### src/hdl/spmv_pkg.sv
// ----------------------------------------------------------------------------
// spmv_pkg
// shared types and constants of the sparse matrix vector multiply block
// ----------------------------------------------------------------------------
package spmv_pkg;

  // field widths
  localparam int CMD_W   = 2;
  localparam int COL_W   = 10;
  localparam int VAL_W   = 16;
  localparam int ROW_W   = 16;
  localparam int PROD_W  = 2 * VAL_W;
  localparam int SUM_W   = 40;

  // dense vector
  localparam int VECTOR_LENGTH = 1024;
  localparam int STORE_DEPTH   = 1 << COL_W;
  localparam int RANGE_W       = COL_W + 7;

  // queue between front and back
  localparam int QUEUE_DEPTH = 4;
  localparam int QPTR_W      = $clog2(QUEUE_DEPTH);
  localparam int QCNT_W      = QPTR_W + 1;

  // command codes
  localparam logic [CMD_W-1:0] CMD_LOAD      = 2'd0;
  localparam logic [CMD_W-1:0] CMD_NONZERO   = 2'd1;
  localparam logic [CMD_W-1:0] CMD_EMPTY_ROW = 2'd2;
  localparam logic [CMD_W-1:0] CMD_RESTART   = 2'd3;

  // saturation bounds of the row sum
  localparam logic signed [SUM_W-1:0] SUM_MAX = {1'b0, {(SUM_W - 1){1'b1}}};
  localparam logic signed [SUM_W-1:0] SUM_MIN = {1'b1, {(SUM_W - 1){1'b0}}};

  typedef struct packed {
    logic [CMD_W-1:0]        command;
    logic [COL_W-1:0]        column;
    logic signed [VAL_W-1:0] operand_value;
    logic                    last_in_row;
  } in_item_t;

  typedef struct packed {
    logic [ROW_W-1:0]        row_index;
    logic signed [SUM_W-1:0] row_sum;
    logic                    saturated;
  } out_item_t;

  // operations handed from front to back
  typedef enum logic [1:0] {
    OP_MAC,
    OP_MAC_LAST,
    OP_EMPTY,
    OP_RESTART
  } op_kind_t;

  typedef struct packed {
    op_kind_t                kind;
    logic signed [VAL_W-1:0] value;
    logic signed [VAL_W-1:0] elem;
  } op_t;

  // queue status seen by the front and the back
  typedef struct packed {
    logic [QCNT_W-1:0] count;
    logic              empty;
  } queue_status_t;

endpackage

### src/hdl/spmv_queue.sv
// ----------------------------------------------------------------------------
// spmv_queue
// short fifo of operations between front and back
// ----------------------------------------------------------------------------
module spmv_queue (
  input  logic                    clk,
  input  logic                    rst_n,
  input  logic                    push,
  input  spmv_pkg::op_t           push_op,
  input  logic                    pop,
  output spmv_pkg::op_t           head_op,
  output spmv_pkg::queue_status_t status
);

  spmv_pkg::op_t               entries [spmv_pkg::QUEUE_DEPTH];
  logic [spmv_pkg::QPTR_W-1:0] wr_ptr_r;
  logic [spmv_pkg::QPTR_W-1:0] rd_ptr_r;
  logic [spmv_pkg::QCNT_W-1:0] count_r;
  logic [spmv_pkg::QCNT_W-1:0] count_nxt;

  always_comb begin
    count_nxt = count_r;
    if (push && !pop) begin
      count_nxt = count_r + spmv_pkg::QCNT_W'(1);
    end else if (pop && !push) begin
      count_nxt = count_r - spmv_pkg::QCNT_W'(1);
    end
  end

  always_ff @(posedge clk) begin
    if (!rst_n) begin
      wr_ptr_r <= '0;
      rd_ptr_r <= '0;
      count_r  <= '0;
    end else begin
      if (push) begin
        wr_ptr_r <= wr_ptr_r + spmv_pkg::QPTR_W'(1);
      end
      if (pop) begin
        rd_ptr_r <= rd_ptr_r + spmv_pkg::QPTR_W'(1);
      end
      count_r <= count_nxt;
    end
  end

  always_ff @(posedge clk) begin
    if (push) begin
      entries[wr_ptr_r] <= push_op;
    end
  end

  assign head_op      = entries[rd_ptr_r];
  assign status.count = count_r;
  assign status.empty = (count_r == '0);

`ifndef SYNTHESIS
  a_no_overflow: assert property (@(posedge clk) disable iff (!rst_n)
    push && !pop |-> count_r < spmv_pkg::QCNT_W'(spmv_pkg::QUEUE_DEPTH))
    else $error("queue push while full");

  a_no_underflow: assert property (@(posedge clk) disable iff (!rst_n)
    pop |-> count_r != '0)
    else $error("queue pop while empty");

  a_count_bound: assert property (@(posedge clk) disable iff (!rst_n)
    count_r <= spmv_pkg::QCNT_W'(spmv_pkg::QUEUE_DEPTH))
    else $error("queue count beyond depth");
`endif

endmodule

### config.mk
export PLATFORM = sky130hd
export DESIGN_NAME = spmv_queue
export DESIGN_NICKNAME = d
export VERILOG_FILES = /design/src/hdl/spmv_pkg.sv /design/src/hdl/spmv_queue.sv
export SDC_FILE = /design/constraint.sdc
export NUM_CORES = 1
export LEC_CHECK = 0
export BUFFER_PORTS_ARGS = -buffer_cell sky130_fd_sc_hd__buf_2
export CAP_MARGIN = 0
export CORE_MARGIN = 2
export CORE_UTILIZATION = 50
export DETAILED_ROUTE_END_ITERATION = 12
export PLACE_DENSITY = 0.74
export SYNTH_ARGS = -nofsm -noshare
export SYNTH_HDL_FRONTEND = slang
export SYNTH_SLANG_ARGS = --single-unit
### constraint.sdc
create_clock -name clk -period 4.3 [get_ports clk]
set_clock_uncertainty 0.2 [all_clocks]
set_input_delay 1.29 -clock clk [delete_from_list [all_inputs] [get_ports clk]]
set_output_delay 1.29 -clock clk [all_outputs]
set_load 0.005 [all_outputs]
==> impl_metrics.tcl <==
set metrics [dict create \
    fin_nets 352 \
    mostFrequentLayoutCells "edfxtp_1, buf_2, mux4_2" \
    finalMaxSlewViolations 0 \
    design_power_total_uw 3370 \
    root_buffer "clkbuf_8" \
    fp.dieArea_mm2 0.0116 \
    h-tree-depth 4 \
    grtUsageMet2_pct 27.6 \
    start_util_pct 51.8 \
    grt_pass1_vias 2540 \
    period_minus_slack_ns 3.55 \
    post_route_cells_drive_above_1_share_pct 44.9 \
    vias 2424 \
    drt_iter0_markers 139 \
    fillers 736 \
    power.density_mw_per_mm2 521 \
    area_growth_pct 20.0 \
    sw_frac_of_total_pct 21.4 \
    p_comb_share_pct 7.9 \
    multi_input_area_mm2 0.00103 \
    netlist_area_mm2 0.00539 \
    fp.coreArea_mm2 0.0104 \
    mostFrequentLayoutCell "edfxtp_1" \
    wire_per_inst_um 19.5 \
    synth.avg_cell_area_um2 24.5 \
    drc 0 \
    finalSetupViolCount 0 \
    cp-end-kind "primary output" \
    hpwl_mm 4.94 \
    required_ns 2.81 \
    outcome "finished clean" \
    p_leak_uw 0.00225 \
    finalSetupTns_ns 0 \
    overflow 0 \
    arrival_ns 2.06 \
    maxSlewHeadroom_pct 36.9 \
    grt_busiest_layer "met2" \
    cp-start-kind "register" \
    intPower_uw 2650 \
    p_clk_share_pct 43.0 \
    cp_max_fo 34 \
    grt_max_degree 35 \
    tightest_slew_ns 0.946 \
    grtUsageMet3_pct 4.48 \
    grt_pass1_wl_mm 13.4 \
    fin_crit_sh_pct 82.6 \
    maxCapViolations 0 \
    holdBufCountCts 0 \
    rows 37 \
    clk_latency_ns 0.50 \
    syn_inst 220 \
    power.switching_uw 720 \
    crit_type "register to primary output" \
    grt.met1_usage_pct 20.3 \
    die_h_um 108 \
    ys_seq_elements 145 \
    hold_viol_final 0 \
    ios 76 \
    clock_sinks 145 \
    syn_nets 264 \
    cts_resized 0 \
    fmax_mhz 282 \
    ys_types 21 \
    track_usage_pct 16.4 \
    path_clk_slew_ns 0.06 \
    vias_per_cell 5.30 \
    hp-class "register to register" \
    antenna_found_initial 0 \
    cts_tree "yes" \
    fp.dieW_um 108 \
    yosys_warnings 0 \
    cts_max_path_buffers 2 \
    ir_drop_uv 289 \
    n_antenna_cell 0 \
    ys_seq_area_share_pct 79.1 \
    place.gp.congestion 0.645 \
    drt_pass1_iterations 4 \
    p_seq_share_pct 49.0 \
    regArea_mm2 0.00427 \
    synth_top_area_share_pct 75.7 \
    place_area_mm2 0.00587 \
    rsz0062_at_grt "no" \
    cts_made_buffers 17 \
    port_buffers 75 \
    postRouteAntennaNets 0 \
    synth_area_leaders "edfxtp_1, mux4_2, dfxtp_1" \
    post_cts_buffers 0 \
    final_area_mm2 0.00647 \
    yosys.area.top_type "edfxtp_1" \
    totalWireLength_mm 8.92 \
]
-- stage by stage --
step           hold WS (ns)  utilization, %  setup WS (ns)  instances
2_1_floorplan         0.293               -           1.53        220
4_1_cts               0.331            62.1          0.682        457
6_report              0.324            62.1          0.749        457
3_3_place_gp          0.300            56.4           1.27        425
3_5_place_dp          0.319            56.4           1.25        425
5_1_grt               0.371            62.1          0.645        457
-- synth_stat cells --
library cell,count
edfxtp_1,136
mux4_2,30
and2_1,9
dfxtp_1,9
ha_1,5
inv_1,4
mux4_1,4
buf_12,3
buf_2,3
xor2_1,3
mux2i_1,2
nor2b_1,2
xnor2_1,2
a21boi_0,1
buf_6,1
clkbuf_1,1
fa_1,1
nand2_1,1
nor3_1,1
o21ai_0,1
or3_1,1
-- registers in the layout, indices dropped and copies added, names as in the netlist, named ones only --
signal	flops
count_r	3
entries	136
rd_ptr_r	2
wr_ptr_r	2
-- power groups by stage --
stage	Sequential [uW]	Combinational [uW]	Clock, uW
floorplan	1670	176	0
global placement	1680	268	0
detailed placement	1680	274	0
CTS	1660	277	1480
global route	1660	296	1540
finish	1650	268	1450
-- kinds of logic (layout without fill, tap and decap cells) --
| group | Yosys count | after routing | synth area share [%] |
|---|---|---|---|
| flops | 145 | 145 | 79.1 |
| mux | 36 | 36 | 14.8 |
| compound gates | 2 | 2 | 0.232 |
| simple gates | 14 | 14 | 1.55 |
| buf+inv | 12 | 113 | 1.95 |
| fa+ha+maj | 6 | 6 | 1.53 |
| xor+xnor | 5 | 5 | 0.812 |
-- metal layers --
layer	vias to the layer above	routed length [um]
met5	-	0
met4	0	99
met3	10	392
met2	68	4650
met1	1250	3780
li1	1096	-
-- worst max-delay path: stages, from the launching register on --
cell,delay [ns]
dfxtp_2,0.94
mux4_1,0.46
buf_2,0.16
-- path summary, 6_finish.rpt --
check	start	endpoint	slack, ns	cells past startpoint
setup / recovery	register	head_op[25]	0.75	2
hold / removal	count_r[2]$_SDFFE_PN0P_	count_r[2]$_SDFFE_PN0P_	0.32	2
setup reg to reg	wr_ptr_r[0]$_SDFFE_PN0P_	entries[2][26]$_DFFE_PP_	2.35	3
hold reg to reg	count_r[2]$_SDFFE_PN0P_	count_r[2]$_SDFFE_PN0P_	0.32	2
-- area by class of cell --
type | count | share of cell area (%)
Sequential cell | 145 | 66.0
Multi-Input combinational cell | 63 | 15.9
Inverter | 4 | 0.232
Clock inverter | 15 | 2.84
Timing Repair Buffer | 77 | 6.03
Tap cell | 136 | 2.63
Clock buffer | 17 | 6.40
(Power assumes the default switching activity.)
