### src/hdl/spmv_pkg.sv
// ----------------------------------------------------------------------------
// spmv_pkg
// shared types and constants of the sparse matrix vector multiply block
// ----------------------------------------------------------------------------
package spmv_pkg;

  // field widths
  localparam int CMD_W   = 2;
  localparam int COL_W   = 10;
  localparam int VAL_W   = 16;
  localparam int ROW_W   = 16;
  localparam int PROD_W  = 2 * VAL_W;
  localparam int SUM_W   = 40;

  // dense vector
  localparam int VECTOR_LENGTH = 1024;
  localparam int STORE_DEPTH   = 1 << COL_W;
  localparam int RANGE_W       = COL_W + 7;

  // queue between front and back
  localparam int QUEUE_DEPTH = 4;
  localparam int QPTR_W      = $clog2(QUEUE_DEPTH);
  localparam int QCNT_W      = QPTR_W + 1;

  // command codes
  localparam logic [CMD_W-1:0] CMD_LOAD      = 2'd0;
  localparam logic [CMD_W-1:0] CMD_NONZERO   = 2'd1;
  localparam logic [CMD_W-1:0] CMD_EMPTY_ROW = 2'd2;
  localparam logic [CMD_W-1:0] CMD_RESTART   = 2'd3;

  // saturation bounds of the row sum
  localparam logic signed [SUM_W-1:0] SUM_MAX = {1'b0, {(SUM_W - 1){1'b1}}};
  localparam logic signed [SUM_W-1:0] SUM_MIN = {1'b1, {(SUM_W - 1){1'b0}}};

  typedef struct packed {
    logic [CMD_W-1:0]        command;
    logic [COL_W-1:0]        column;
    logic signed [VAL_W-1:0] operand_value;
    logic                    last_in_row;
  } in_item_t;

  typedef struct packed {
    logic [ROW_W-1:0]        row_index;
    logic signed [SUM_W-1:0] row_sum;
    logic                    saturated;
  } out_item_t;

  // operations handed from front to back
  typedef enum logic [1:0] {
    OP_MAC,
    OP_MAC_LAST,
    OP_EMPTY,
    OP_RESTART
  } op_kind_t;

  typedef struct packed {
    op_kind_t                kind;
    logic signed [VAL_W-1:0] value;
    logic signed [VAL_W-1:0] elem;
  } op_t;

  // queue status seen by the front and the back
  typedef struct packed {
    logic [QCNT_W-1:0] count;
    logic              empty;
  } queue_status_t;

endpackage

### src/hdl/spmv_back.sv
// ----------------------------------------------------------------------------
// spmv_back
// multiply, saturating row accumulation and result register
// ----------------------------------------------------------------------------
module spmv_back (
  input  logic                    clk,
  input  logic                    rst_n,
  input  spmv_pkg::queue_status_t q_status,
  input  spmv_pkg::op_t           head_op,
  output logic                    pop,
  output logic                    out_valid,
  input  logic                    out_stall,
  output spmv_pkg::out_item_t     out_data
);

  logic                                advance;
  logic                                emit;

  logic                                mul_valid_r;
  spmv_pkg::op_kind_t                  mul_kind_r;
  logic signed [spmv_pkg::PROD_W-1:0]  prod_r;

  logic signed [spmv_pkg::SUM_W-1:0]   acc_r;
  logic                                clip_r;
  logic [spmv_pkg::ROW_W-1:0]          row_r;

  logic signed [spmv_pkg::SUM_W:0]     sum_wide;
  logic signed [spmv_pkg::SUM_W-1:0]   sum_sat;
  logic                                clip_now;

  logic                                out_valid_r;
  spmv_pkg::out_item_t                 out_item_r;

  // whole back pipeline moves when the result register can take a value
  assign advance = !out_valid_r || !out_stall;
  assign pop     = advance && !q_status.empty;
  assign emit    = advance && mul_valid_r
                   && (mul_kind_r == spmv_pkg::OP_MAC_LAST || mul_kind_r == spmv_pkg::OP_EMPTY);

  // exact add, then clamp to 40 bits
  always_comb begin
    sum_wide = $signed({acc_r[spmv_pkg::SUM_W-1], acc_r})
               + (spmv_pkg::SUM_W + 1)'(prod_r);
    clip_now = 1'b0;
    sum_sat  = sum_wide[spmv_pkg::SUM_W-1:0];
    if (!sum_wide[spmv_pkg::SUM_W] && sum_wide[spmv_pkg::SUM_W-1]) begin
      sum_sat  = spmv_pkg::SUM_MAX;
      clip_now = 1'b1;
    end else if (sum_wide[spmv_pkg::SUM_W] && !sum_wide[spmv_pkg::SUM_W-1]) begin
      sum_sat  = spmv_pkg::SUM_MIN;
      clip_now = 1'b1;
    end
  end

  // multiply stage
  always_ff @(posedge clk) begin
    if (!rst_n) begin
      mul_valid_r <= 1'b0;
    end else if (advance) begin
      mul_valid_r <= pop;
    end
  end

  always_ff @(posedge clk) begin
    if (pop) begin
      mul_kind_r <= head_op.kind;
      prod_r     <= head_op.value * head_op.elem;
    end
  end

  // accumulate stage and row state
  always_ff @(posedge clk) begin
    if (!rst_n) begin
      acc_r       <= '0;
      clip_r      <= 1'b0;
      row_r       <= '0;
      out_valid_r <= 1'b0;
    end else begin
      if (advance && mul_valid_r) begin
        case (mul_kind_r)
          spmv_pkg::OP_MAC: begin
            acc_r  <= sum_sat;
            clip_r <= clip_r || clip_now;
          end
          spmv_pkg::OP_MAC_LAST, spmv_pkg::OP_EMPTY: begin
            acc_r  <= '0;
            clip_r <= 1'b0;
            row_r  <= row_r + spmv_pkg::ROW_W'(1);
          end
          spmv_pkg::OP_RESTART: begin
            acc_r  <= '0;
            clip_r <= 1'b0;
            row_r  <= '0;
          end
          default: begin
            acc_r <= acc_r;
          end
        endcase
      end
      if (emit) begin
        out_valid_r <= 1'b1;
      end else if (!out_stall) begin
        out_valid_r <= 1'b0;
      end
    end
  end

  always_ff @(posedge clk) begin
    if (emit) begin
      out_item_r.row_index <= row_r;
      if (mul_kind_r == spmv_pkg::OP_MAC_LAST) begin
        out_item_r.row_sum   <= sum_sat;
        out_item_r.saturated <= clip_r || clip_now;
      end else begin
        out_item_r.row_sum   <= '0;
        out_item_r.saturated <= 1'b0;
      end
    end
  end

  assign out_valid = out_valid_r;
  assign out_data  = out_item_r;

`ifndef SYNTHESIS
  a_clear_after_emit: assert property (@(posedge clk) disable iff (!rst_n)
    emit |=> acc_r == '0 && !clip_r)
    else $error("row state not cleared after result");

  a_restart_row: assert property (@(posedge clk) disable iff (!rst_n)
    advance && mul_valid_r && mul_kind_r == spmv_pkg::OP_RESTART |=> row_r == '0)
    else $error("row counter not cleared on restart");

  a_frozen_on_stall: assert property (@(posedge clk) disable iff (!rst_n)
    out_valid_r && out_stall |=> $stable(acc_r) && $stable(row_r) && !$past(pop))
    else $error("back pipeline moved while result stalled");
`endif

endmodule

### config.mk
export PLATFORM = sky130hd
export DESIGN_NAME = spmv_back
export DESIGN_NICKNAME = d
export VERILOG_FILES = /design/src/hdl/spmv_pkg.sv /design/src/hdl/spmv_back.sv
export SDC_FILE = /design/constraint.sdc
export NUM_CORES = 1
export LEC_CHECK = 0
export BUFFER_PORTS_ARGS = -buffer_cell sky130_fd_sc_hd__buf_4
export CORE_MARGIN = 2
export CORE_UTILIZATION = 69
export DETAILED_ROUTE_END_ITERATION = 8
export PLACE_DENSITY_LB_ADDON = 0.08
export SLEW_MARGIN = 15
export SYNTH_ARGS = -nofsm -noshare
export SYNTH_HDL_FRONTEND = slang
export SYNTH_SLANG_ARGS = --single-unit
### constraint.sdc
create_clock -name clk -period 10.47 [get_ports clk]
set_input_delay 1.047 -clock clk [delete_from_list [all_inputs] [get_ports clk]]
set_output_delay 1.047 -clock clk [all_outputs]
set_load 0.01 [all_outputs]
==> metrics <==
die area=26,300 sq um; largest net degree at the start of global routing=58; Max Buffers Root-to-Sink=2; asr flop ratio synth=0; FF-to-FF Start=prod_r[0]$_DFFE_PP_; cell count after synthesis=1,802; WP data required=around 11 ns; io pins=100; Reg2Reg Setup Slack=~5 ns; CTS tree=yes; syn_nets=2,234; Yosys warnings=0; Post-CTS Setup Bufs=0; number of vias per cell=5.73; RSZ-0062 raised after global routing=no; routed vias=12,600; FF-to-FF End=acc_r[37]$_SDFFE_PN0P_; Synth cell types=66; drt pass-1 iters=5; Layout area overhead=8.61%; final wirelength=between 30 and 40 mm; remaining antenna violation count=0; first-pass GRT wire length=just over 60 mm; Reg clk slew, reported paths=0.06 ns; Crit. End Element=flop; drt wl/cell=16.4 um; critical path arrival=7.14 ns; Root Driver=clkbuf_16; # port buffers=between 90 and 100; Crit Path Category=primary input to flop; worst reg2reg path depth=15; final hold violation count=0; Worst-Margin Slew=1.11 ns; Tcrit/Tclk final=0.666; Die Height=approximately 160 um; Avg Inst Size Synth=9.57 sq um; # DRC=0; initial antenna violation count=0; Post-synth EDFFs=between 90 and 100; clock latency on the worst-skew pair=0.43 ns; Setup Viol. Count Final=0; # fillers=approximately 1,800; hold_buf cts=0; Max H-tree Level=4; routability cong.=0.925; FP Rows=57; layout net count=about 2,300; share of layout cells above drive strength 1=0.0802; Hold Crit Start=row_r[15]$_SDFFE_PN0P_; Max-cap violations=0; Max Fclk=0.143 GHz; Slew HR=0.257; sequential cell area fraction in the yosys report=0.227; Sum Neg Setup Slack=0 ns; dpl hpwl=28.6 mm; Max FO, Critical Path=16; worst hold path type=flop to flop; CTS sink cnt=150; die width=162 um; GRT Util Overall=0.291; total CTS buffers=17; synthesized cell area=17,200 sq um; cell count of the worst hold path=0; total core area=between 20,000 and 25,000 sq um; Hold Crit Endpoint=out_data[56]$_DFFE_PP_; commonest register cell after synthesis=edfxtp_1; #FFs+latches synth=150; ANT cells=0; Clock Skew=0.0141 ns; Initial DRC Count=736; initial cell density of the core=0.705; number of global-route vias before repair=12,800; fin crit period=6.97 ns; total congestion overflow=0; Worst setup SP type=primary input; Final Max Tran Viols=0; # resized after CTS=0; status=complete, no violations
-- state kept, by name (all words and copies together), names as in the netlist --
signal,flops
out_data,57
acc_r,40
prod_r,32
row_r,16
mul_kind_r,2
clip_r,1
mul_valid_r,1
out_valid,1
-- worst max-delay path: stages --
cell and delay [ns]:
buf_4 0.19, and2_1 0.21, inv_1 0.08, fa_1 0.55
inv_1 0.09, fa_1 0.81, fa_1 0.52, fa_1 0.50
fa_1 0.49, inv_1 0.05, fa_1 0.47, inv_1 0.04
ha_1 0.37, and4_1 0.24, nand3_1 0.09, or2_2 0.31
nor3_1 0.38, o2111ai_1 0.21, a31oi_1 0.21, o21a_1 0.13
nor2_1 0.05, xnor2_1 0.12
-- placed cells by master (no fill, tap or decap), types with 57 or more instances in the layout --
master / n
inv_1: 314
o21ai_0: 96
dfxtp_1: 59
nand2_1: 185
fa_1: 263
edfxtp_1: 91
buf_4: 99
and2_1: 140
nor2_1: 63
ha_1: 128
xnor2_1: 57
a21oi_1: 97
-- metrics by stage --
stage / hold WS, ns / instances / utilization / worst slack, ns / area, sq um
final: 0.477 / 2195 / 0.766 / 3.50 / 18700
after global routing: 0.490 / 2195 / 0.766 / 3.25 / 18700
after CTS: 0.469 / 2195 / 0.766 / 3.54 / 18700
after detailed placement: 0.453 / 2163 / 0.743 / 3.08 / 18200
after global placement: 0.434 / 2163 / 0.743 / 3.22 / 18200
after floorplan: 0.428 / 1802 / - / 3.72 / 17200
-- synthesized netlist by cell type, drive strengths merged, types with 4 or more instances --
cell type | n | area (sq um)
inv | 315 | 1180
fa | 263 | 5270
nand2 | 185 | 694
and2 | 140 | 876
ha | 128 | 1600
a21oi | 99 | 499
o21ai | 99 | 499
edfxtp | 91 | 2730
nor2 | 64 | 240
clkbuf | 59 | 221
dfxtp | 59 | 1180
xnor2 | 57 | 499
a21o | 29 | 220
xor2 | 27 | 236
nand3 | 25 | 125
nor2b | 25 | 156
a31oi | 11 | 68.8
nand4 | 11 | 68.8
a211oi | 10 | 80.1
nand2b | 10 | 62.6
o21bai | 9 | 67.6
and3 | 8 | 51.3
a21boi | 7 | 52.6
o211ai | 7 | 52.6
o21a | 6 | 45.0
or2 | 5 | 31.3
nand3b | 4 | 30.0
nor3 | 4 | 20.0
-- routing by layer --
layer / routed length, um / global-route usage
met5: 0 / 0
met4: 775 / 0.0841
met3: 2340 / 0.0378
met2: 17500 / 0.497
met1: 15500 / 0.396
-- how the worst max path moves through the flow --
stage               startpoint              endpoint  slack, ns  cells past startpoint
finish              head_op[5]  prod_r[31]$_DFFE_PP_       3.50                     22
global route        head_op[5]  prod_r[30]$_DFFE_PP_       3.25                     22
CTS                 head_op[5]  prod_r[31]$_DFFE_PP_       3.54                     22
detailed placement  head_op[5]  prod_r[31]$_DFFE_PP_       3.08                     22
global placement    head_op[5]  prod_r[31]$_DFFE_PP_       3.22                     22
floorplan           head_op[1]  prod_r[27]$_DFFE_PP_       3.72                     20
-- cell type report --
cell class | count | area, sq um | share of cell area
multi-input cells | 1274 | 11900 | 0.637
flip-flops and latches | 150 | 3910 | 0.209
repair buffers | 99 | 743 | 0.0397
well taps | 324 | 405 | 0.0216
clock buffers | 19 | 433 | 0.0231
clock inverters | 13 | 123 | 0.00655
inverters | 316 | 1190 | 0.0633
-- kinds of logic (layout without fill, tap and decap cells) --
| group | count (synthesis) | in the layout | synth area share |
|---|---|---|---|
| XOR/XNOR | 84 | 84 | 0.0427 |
| multiplexers | 2 | 2 | 0.00116 |
| buffers and inverters | 378 | 447 | 0.0823 |
| AND/OR/NAND/NOR | 492 | 492 | 0.142 |
| flip-flops | 150 | 150 | 0.227 |
| adder cells (fa/ha/maj) | 391 | 391 | 0.398 |
| AO/OA/AOI/OAI | 305 | 305 | 0.107 |
Power is not shown: default switching activity piles up to over one toggle a cycle in this logic, so the estimate is an artifact.
